<file path="config.mk">
export PLATFORM = sky130hd
export DESIGN_NAME = tlbt_entry_array
export DESIGN_NICKNAME = d
export VERILOG_FILES = /design/src/rtl/tlbt_pkg.sv /design/src/rtl/tlbt_entry_array.sv
export SDC_FILE = /design/constraint.sdc
export NUM_CORES = 1
export LEC_CHECK = 0
export ABC_AREA = 1
export BUFFER_PORTS_ARGS = -buffer_cell sky130_fd_sc_hd__buf_2
export CAP_MARGIN = 20
export CORE_UTILIZATION = 55
export CTS_CLUSTER_SIZE = 24
export DETAILED_ROUTE_END_ITERATION = 16
export HOLD_SLACK_MARGIN = 0.08
export PLACE_DENSITY = 0.71
export REMOVE_ABC_BUFFERS = 1
export SYNTH_ARGS = -nofsm -noshare
export SYNTH_HDL_FRONTEND = slang
export SYNTH_SLANG_ARGS = --single-unit
</file>
<file path="constraint.sdc">
create_clock -name clk -period 7.5 [get_ports clk]
set_input_delay 1.125 -clock clk [delete_from_list [all_inputs] [get_ports clk]]
set_output_delay 1.125 -clock clk [all_outputs]
set_load 0.01 [all_outputs]
</file>
<file path="src/rtl/tlbt_pkg.sv">
// ----------------------------------------------------------------------------
// tlbt_pkg
// Shared constants, result codes and the entry update type of the TLB
// translator.
// ----------------------------------------------------------------------------
package tlbt_pkg;

  localparam int TLB_ENTRIES_DEF = 16;
  localparam int PAGE_BITS_DEF   = 10;
  localparam int FRAME_BITS_DEF  = 16;

  localparam int STATUS_W = 2;
  localparam int LAT_W    = 7;
  localparam int STAT_W   = 32;

  localparam logic [STATUS_W-1:0] STAT_LOADED = 2'd0;
  localparam logic [STATUS_W-1:0] STAT_HIT    = 2'd1;
  localparam logic [STATUS_W-1:0] STAT_FILL   = 2'd2;
  localparam logic [STATUS_W-1:0] STAT_FAULT  = 2'd3;

  localparam logic [LAT_W-1:0] TLB_HIT_NS    = 7'd20;
  localparam logic [LAT_W-1:0] MEM_ACCESS_NS = 7'd100;

  typedef struct packed {
    logic touch;
    logic fill;
  } tlbt_upd_t;

endpackage

</file>
<file path="src/rtl/tlbt_entry_array.sv">
// ----------------------------------------------------------------------------
// tlbt_entry_array
// Fully associative entry array: tag compare, free slot and LRU victim
// selection, recency ranks, and the frame store with registered read.
// ----------------------------------------------------------------------------
module tlbt_entry_array #(
  parameter int TLB_ENTRIES = tlbt_pkg::TLB_ENTRIES_DEF,
  parameter int PAGE_BITS   = tlbt_pkg::PAGE_BITS_DEF,
  parameter int FRAME_BITS  = tlbt_pkg::FRAME_BITS_DEF
) (
  input  logic                             clk,
  input  logic                             rst_n,
  input  logic [$clog2(TLB_ENTRIES+1)-1:0] used_n,
  input  logic                             lookup_en,
  input  logic [PAGE_BITS-1:0]             lookup_page,
  output logic                             hit,
  output logic [$clog2(TLB_ENTRIES)-1:0]   hit_idx,
  output logic [$clog2(TLB_ENTRIES)-1:0]   slot_idx,
  output logic [FRAME_BITS-1:0]            hit_frame,
  input  tlbt_pkg::tlbt_upd_t              upd,
  input  logic [$clog2(TLB_ENTRIES)-1:0]   upd_idx,
  input  logic [PAGE_BITS-1:0]             upd_page,
  input  logic [FRAME_BITS-1:0]            upd_frame
);
  import tlbt_pkg::*;

  localparam int IDX_W = $clog2(TLB_ENTRIES);
  localparam int CFG_W = $clog2(TLB_ENTRIES+1);
  localparam int LVL   = IDX_W;
  localparam int PAD   = 1 << LVL;
  localparam logic [IDX_W-1:0] TOP_RANK = IDX_W'(TLB_ENTRIES - 1);

  logic [TLB_ENTRIES-1:0] valid_r;
  logic [TLB_ENTRIES-1:0] valid_nxt;
  logic [PAGE_BITS-1:0]   tag_r    [TLB_ENTRIES];
  logic [IDX_W-1:0]       rank_r   [TLB_ENTRIES];
  logic [IDX_W-1:0]       rank_nxt [TLB_ENTRIES];
  logic [FRAME_BITS-1:0]  frame_mem [TLB_ENTRIES];

  logic [TLB_ENTRIES-1:0] active;
  logic [TLB_ENTRIES-1:0] match;
  logic [TLB_ENTRIES-1:0] free;
  logic [IDX_W-1:0]       hit_idx_c;
  logic [IDX_W-1:0]       free_idx_c;
  logic [IDX_W-1:0]       victim_c;

  logic                   t_ok   [LVL+1][PAD];
  logic [IDX_W-1:0]       t_rank [LVL+1][PAD];
  logic [IDX_W-1:0]       t_idx  [LVL+1][PAD];

  logic                   hit_r;
  logic [IDX_W-1:0]       hit_idx_r;
  logic [IDX_W-1:0]       slot_idx_r;
  logic [FRAME_BITS-1:0]  hit_frame_r;
  logic [IDX_W-1:0]       old_rank;

  // compare and priority encode
  always_comb begin
    hit_idx_c  = '0;
    free_idx_c = '0;
    for (int i = 0; i < TLB_ENTRIES; i++) begin
      active[i] = (CFG_W'(i) < used_n);
      match[i]  = active[i] && valid_r[i] && (tag_r[i] == lookup_page);
      free[i]   = active[i] && !valid_r[i];
    end
    for (int i = TLB_ENTRIES - 1; i >= 0; i--) begin
      if (match[i]) begin
        hit_idx_c = IDX_W'(i);
      end
      if (free[i]) begin
        free_idx_c = IDX_W'(i);
      end
    end
  end

  // lowest rank over active entries, lower index wins a tie
  always_comb begin
    for (int l = 0; l <= LVL; l++) begin
      for (int j = 0; j < PAD; j++) begin
        t_ok[l][j]   = 1'b0;
        t_rank[l][j] = '0;
        t_idx[l][j]  = '0;
      end
    end
    for (int j = 0; j < TLB_ENTRIES; j++) begin
      t_ok[0][j]   = active[j];
      t_rank[0][j] = rank_r[j];
      t_idx[0][j]  = IDX_W'(j);
    end
    for (int l = 0; l < LVL; l++) begin
      for (int j = 0; j < PAD / 2; j++) begin
        if (t_ok[l][2*j] &&
            (!t_ok[l][2*j+1] || (t_rank[l][2*j] <= t_rank[l][2*j+1]))) begin
          t_ok[l+1][j]   = t_ok[l][2*j];
          t_rank[l+1][j] = t_rank[l][2*j];
          t_idx[l+1][j]  = t_idx[l][2*j];
        end else begin
          t_ok[l+1][j]   = t_ok[l][2*j+1];
          t_rank[l+1][j] = t_rank[l][2*j+1];
          t_idx[l+1][j]  = t_idx[l][2*j+1];
        end
      end
    end
    victim_c = t_idx[LVL][0];
  end

  always_ff @(posedge clk) begin
    if (lookup_en) begin
      hit_r       <= |match;
      hit_idx_r   <= hit_idx_c;
      slot_idx_r  <= (|free) ? free_idx_c : victim_c;
      hit_frame_r <= frame_mem[hit_idx_c];
    end
  end

  // recency update and fill
  always_comb begin
    old_rank  = rank_r[upd_idx];
    valid_nxt = valid_r;
    for (int i = 0; i < TLB_ENTRIES; i++) begin
      rank_nxt[i] = rank_r[i];
      if (upd.touch) begin
        if (IDX_W'(i) == upd_idx) begin
          rank_nxt[i] = TOP_RANK;
        end else if (rank_r[i] > old_rank) begin
          rank_nxt[i] = rank_r[i] - 1'b1;
        end
      end
    end
    if (upd.fill) begin
      valid_nxt[upd_idx] = 1'b1;
    end
  end

  always_ff @(posedge clk) begin
    if (!rst_n) begin
      valid_r <= '0;
      for (int i = 0; i < TLB_ENTRIES; i++) begin
        rank_r[i] <= '0;
      end
    end else begin
      valid_r <= valid_nxt;
      for (int i = 0; i < TLB_ENTRIES; i++) begin
        rank_r[i] <= rank_nxt[i];
      end
    end
  end

  always_ff @(posedge clk) begin
    if (upd.fill) begin
      tag_r[upd_idx]     <= upd_page;
      frame_mem[upd_idx] <= upd_frame;
    end
  end

  assign hit       = hit_r;
  assign hit_idx   = hit_idx_r;
  assign slot_idx  = slot_idx_r;
  assign hit_frame = hit_frame_r;

endmodule

</file>
### Word level (Yosys, flattened, before mapping)

Memories as Yosys holds them, arrays and structs flattened. A register that Yosys moved wholly into a read port is not among the register bits.
Index checks and enable logic that the tools add are counted.

* memory bits (writable): 480
* memories: 3
* word-level logic and storage cells: 379
* output and inout bits: 25
* register bits: 25

Memories
* frame_mem: depth 16, bits a word 16, read ports 1, clocked after memory_dff 1, wr ports 1, RTL line tlbt_entry_array.sv:38 `logic [FRAME_BITS-1:0] frame_mem [TLB_ENTRIES];`
* tag_r: depth 16, bits a word 10, read ports 16, clocked after memory_dff 0, wr ports 1, RTL line tlbt_entry_array.sv:35 `logic [PAGE_BITS-1:0] tag_r [TLB_ENTRIES];`
* rank_r: depth 16, bits a word 4, read ports 17, clocked after memory_dff 0, wr ports 16, RTL line tlbt_entry_array.sv:36 `logic [IDX_W-1:0] rank_r [TLB_ENTRIES];`

* eq/ne operators: 31
* add/subtract/negate cells: 16
* bitwise gates (word level): 17
* reductions and logical operators: 113
* muxes and demuxes: 146
* magnitude comparators: 49

Operators by type and width (count)
* 2-to-1 mux 4 bit: 118
* equality test 10 bit: 16
* greater-than comparator 4 bit: 16
* logical AND 1 bit: 64
* subtractor 4 x 1 -> 4 bit (second input constant): 16
* <= comparator 4 bit: 15
* < comparator 4 x 5 -> 1 bit (first input constant): 8
* equality test 4 bit (first input constant): 8
* OR reduction 16 bit: 2
* zero test 1 bit: 31
* 2-to-1 mux 1 bit: 27
* < comparator 3 x 5 -> 1 bit (first input constant): 4
* equality test 3 x 4 -> 1 bit (first input constant): 4
* OR 1 bit: 16
* OR 16 bit: 1
* logical OR 1 bit: 15
* < comparator 1 x 5 -> 1 bit (first input constant): 2
* < comparator 2 x 5 -> 1 bit (first input constant): 2
* equality test 2 x 4 -> 1 bit (first input constant): 2
* < comparator 4 x 5 -> 1 bit (second input constant): 1
* demux 1 bit (select 4 bit): 1
* equality test 1 x 4 -> 1 bit (first input constant): 1
* greater-or-equal comparator 4 x 1 -> 1 bit (second input constant): 1
* zero test 4 bit: 1

### Depth between registers and ports, before layout

* depth after elaboration: 19
* mapped depth: 42

### Worst setup path before layout

No wires, ideal clock.

* path kind: input-to-reg
* start: input port used_n[4]
* end: register slot_idx_r[0], in the netlist slot_idx[0] (data pin)
* slack: 1416 ps
* data required time: 7243 ps
* path buffers: 2
* arrival time: 5827 ps
* stages: 33
* cell sequence: buf_2 > nor2_4 > inv_2 > nor2_1 > inv_2 > a21oi_1 > inv_1 > nand2_1 > o21ai_0 > ha_1 > inv_1 > nor2_1 > o211ai_1 > nand2_1 > a31oi_1 > clkinv_1 > o21ai_0 > ha_1 > nand2_1 > inv_1 > a221oi_1 > a311oi_1 > nor2_1 > clkbuf_1 > o21ai_0 > ha_1 > a21oi_1 > o21ai_0 > nand3_1 > nand2_1 > inv_1 > o311ai_0 > a32o_1

* word-level cells in the longest chain between the ends: 19
* elaborated cells between the ends (all ways): 145
* classes of those cells: order compare: 23; mux: 60; reduce/logical: 62

Ends and longest elaborated chain
* from (decl): RTL line tlbt_entry_array.sv:13 `input logic [$clog2(TLB_ENTRIES+1)-1:0] used_n,`
* parallel branches: the longest is 18 deep, another holds < comparator 1 x 5 -> 1 bit
* 2-to-1 mux 4 bit *: RTL line tlbt_entry_array.sv:111 `slot_idx_r <= (|free) ? free_idx_c : victim_c;`
* to (signal assigned): RTL line tlbt_entry_array.sv:111
* to (decl): RTL line tlbt_entry_array.sv:53 `logic [IDX_W-1:0] slot_idx_r;`

Every way passes the cells marked *.
A chain may end at the register's enable or synchronous reset.

### Worst setup path in the final report

Ends and elaborated chain as after synthesis.

==> impl_metrics.env <==
export IMPL_outcome="completed"
export IMPL_synth_flop_cell="edfxtp_1"
export IMPL_pin_count_of_the_biggest_net_entering_global_routing=94
export IMPL_grt_overflow_total=0
export IMPL_fp_dieW_um=228.9
export IMPL_die_height_um=228.9
export IMPL_synthesis_area_per_instance_um2=9.144
export IMPL_fraction_of_the_cycle_the_final_worst_path_needs=0.8551
export IMPL_ctsLongestPathBuffers=3
export IMPL_wirelength_mm=84.66
export IMPL_mappedNetlistArea_mm2=0.02831
export IMPL_worst_r2r_cell_count=29
export IMPL_path_class="primary input to flip-flop"
export IMPL_detailedRoute_firstPassIterationCount=7
export IMPL_tritoncts_sinks=521
export IMPL_post_route_cell_area_mm2=0.03119
export IMPL_final_setup_skew_ns=0.03779
export IMPL_initial_utilization=0.5608
export IMPL_fmax_ghz=0.1559
export IMPL_die_area_mm2=0.05238
export IMPL_global_route_usage_total=0.3240
export IMPL_drt_iter0_markers=2767
export IMPL_yosysWarnings=0
export IMPL_period_needed_ns=6.413
export IMPL_fin_ws_ns=1.087
export IMPL_synth_edff_count=441
export IMPL_layout_filler_cells=4194
export IMPL_cts_repair_resized=0
export IMPL_number_of_cts_inserted_buffers=55
export IMPL_cts_clk_slew_worst_paths_ns=0.06
export IMPL_worst_r2r_setup_slack_ns=1.41
export IMPL_vdd_ir_drop_worst_uv=545.4
export IMPL_grt_pass1_wl_mm=130.3
export IMPL_cts_htree_levels=2
export IMPL_layout_cells_most_common="nand2_1"
export IMPL_cts_hold_repair_buffers=0
export IMPL_pin_count=75
export IMPL_max_cap_violations=0
export IMPL_wl_per_cell_um=21.87
export IMPL_drc=0
export IMPL_vias_in_the_first_global_route=22740
export IMPL_r2r_end="slot_idx[0]"
export IMPL_num_vias=23570
export IMPL_cts_tree="done"
export IMPL_post_route_cells_drive_above_1_share=0.08753
export IMPL_dp_slack_ns=0.4985
export IMPL_final_cell_count_no_fill=3872
export IMPL_final_net_count=3348
export IMPL_clock_root_buffer="clkbuf_16"
export IMPL_sequential_share_of_the_synthesized_area=0.5244
export IMPL_worstHoldStart="valid_r[1]"
export IMPL_crit_path_max_fanout=12
export IMPL_number_of_antenna_violations_at_the_first_check_in_global_routing=1
export IMPL_rows=82
export IMPL_cp_end_kind="flip-flop"
export IMPL_crit_required_ns=7.86
export IMPL_layout_common_cells="nand2_1, edfxtp_1, inv_1"
export IMPL_cts_setup_buffers=0
export IMPL_power_total_mw=11.61
export IMPL_post_dp_area_mm2=0.02939
export IMPL_timing_final_setup_violations=0
export IMPL_clk_insertion_delay_late_ns=0.63
export IMPL_finalHoldViolCount=0
export IMPL_report_final_slew_viol_count=0
export IMPL_placed_cells_incl_taps=3771
export IMPL_synth_async_sr_flop_share=0
export IMPL_ant_nets=0
export IMPL_reg2reg_from="rank_r[13][1]"
export IMPL_hold_path_endpoint="valid_r[1]"
export IMPL_detailed_place_hpwl_mm=53.77
export IMPL_unrepaired_setup_endpoints_after_global_routing="no"
export IMPL_max_stage_delay_ns=0.37
export IMPL_slowest_stage="a311oi_1"
export IMPL_crit_top_cell="o21ai_0"
export IMPL_cellLeakagePower_nw=12.88
export IMPL_gp_routability_congestion=0.9508
export IMPL_post_drt_via_cell_ratio=6.087
export IMPL_postLayoutCoreUtil=0.6178
export IMPL_fin_setup_tns_ns=0
export IMPL_data_arrival_at_the_endpoint_of_the_critical_path_ns=6.77
export IMPL_area_growth_syn_to_layout_pct=10.17
export IMPL_core_mm2=0.05048
export IMPL_cellPowerDensity_mw_per_mm2=372.3
export IMPL_crit_path_start_kind="primary input"
export IMPL_yosysUniqueCellTypes=59
export IMPL_finalHoldWorstSlack_ns=0.4670
export IMPL_portBuffers=74
export IMPL_worst_slew_pin_slew_ns=1.100
export IMPL_hold_class="flip-flop to flip-flop"
export IMPL_synth_seq_cells=521
export IMPL_post_synth_inst_count=3096
export IMPL_relative_max_transition_margin=0.2664
export IMPL_min_delay_path_depth=1
per-layer routing:
| layer | part of all wire | GRT usage | wire, um |
|---|---|---|---|
| met1 | 0.41 | 0.4494 | 34910 |
| met2 | 0.45 | 0.5109 | 38140 |
| met3 | 0.099 | 0.05140 | 8373 |
| met4 | 0.038 | 0.1275 | 3233 |
| met5 | 0 | 0 | 0 |
synth_stat cells, types with 4 or more instances:
cell,count,area share
edfxtp_1,441,0.47
nand2_2,5,0.0011
buf_4,14,0.0037
o221ai_1,8,0.0025
o21a_1,17,0.0045
nor2_1,201,0.027
a21oi_1,70,0.012
xnor2_1,23,0.0071
or2_1,6,0.0013
o21ai_0,157,0.028
inv_1,360,0.048
a221oi_1,5,0.0015
or2_2,40,0.0088
buf_2,50,0.0088
nor3_1,49,0.0087
nand4_1,78,0.017
o2111ai_1,4,0.0012
a22oi_1,8,0.0021
nand2_1,672,0.089
a31oi_1,54,0.012
nor4_1,24,0.0053
buf_6,11,0.0044
o21ai_1,5,0.00088
xor2_1,35,0.011
o211ai_1,16,0.0042
ha_1,140,0.062
o22ai_1,21,0.0046
nand3b_1,68,0.018
dfxtp_1,80,0.057
clkbuf_1,30,0.0040
a211oi_1,5,0.0013
inv_2,17,0.0023
nand3_1,337,0.060
nor3b_1,5,0.0013
critical path, delay by kind of cell:
family / cells / cell delay (ns)
buffers and inverters: 9 / 1.15
and+or+nand+nor: 11 / 1.51
AOI/OAI and AO/OA: 12 / 1.96
adders and majority gates: 3 / 0.98
sequential cells by signal, summed over array words and instances (netlist names):
name	cells
frame_mem	256
tag_r	160
rank_r	64
hit_frame	16
valid_r	16
hit_idx	4
slot_idx	4
hit	1
logic make-up after synthesis:
kind of cell | Yosys count | synth area share
AND/OR/NAND/NOR | 1497 | 0.2411
flip-flops | 521 | 0.5244
buffers and inverters | 488 | 0.07178
AO/OA/AOI/OAI | 392 | 0.08300
adder cells (fa/ha/maj) | 140 | 0.06188
XOR/XNOR | 58 | 0.01794
where the power goes:
part	total (mW)	internal, mW	switching [mW]	leakage [nW]
clock	2.68	1.53	1.15	0.846
combinational	5.32	1.96	3.37	7.37
sequential	3.61	3.36	0.254	4.66
total	11.6	6.85	4.77	12.9
layout make-up:
| type | count | area, um2 | area share |
|---|---|---|---|
| Sequential cell | 521 | 14840 | 0.4760 |
| Multi-Input combinational cell | 2087 | 11590 | 0.3716 |
| Clock buffer | 69 | 1439 | 0.04614 |
| Inverter | 381 | 1433 | 0.04594 |
| Tap cell | 672 | 840.8 | 0.02696 |
| Timing Repair Buffer | 112 | 733.2 | 0.02351 |
| Clock inverter | 29 | 305.3 | 0.009789 |
| Antenna cell | 1 | 2.502 | 0.00008024 |
worst max-delay path by stage:
stage                   start           to  depth (start not counted)
detailed placement  used_n[4]  slot_idx[0]                         35
global placement    used_n[4]  slot_idx[0]                         34
CTS                 used_n[4]  slot_idx[0]                         35
floorplan           used_n[4]  slot_idx[0]                         31
finish              used_n[4]  slot_idx[0]                         35
global route        used_n[4]  slot_idx[1]                         37
Power figures use the tool's default switching activity.
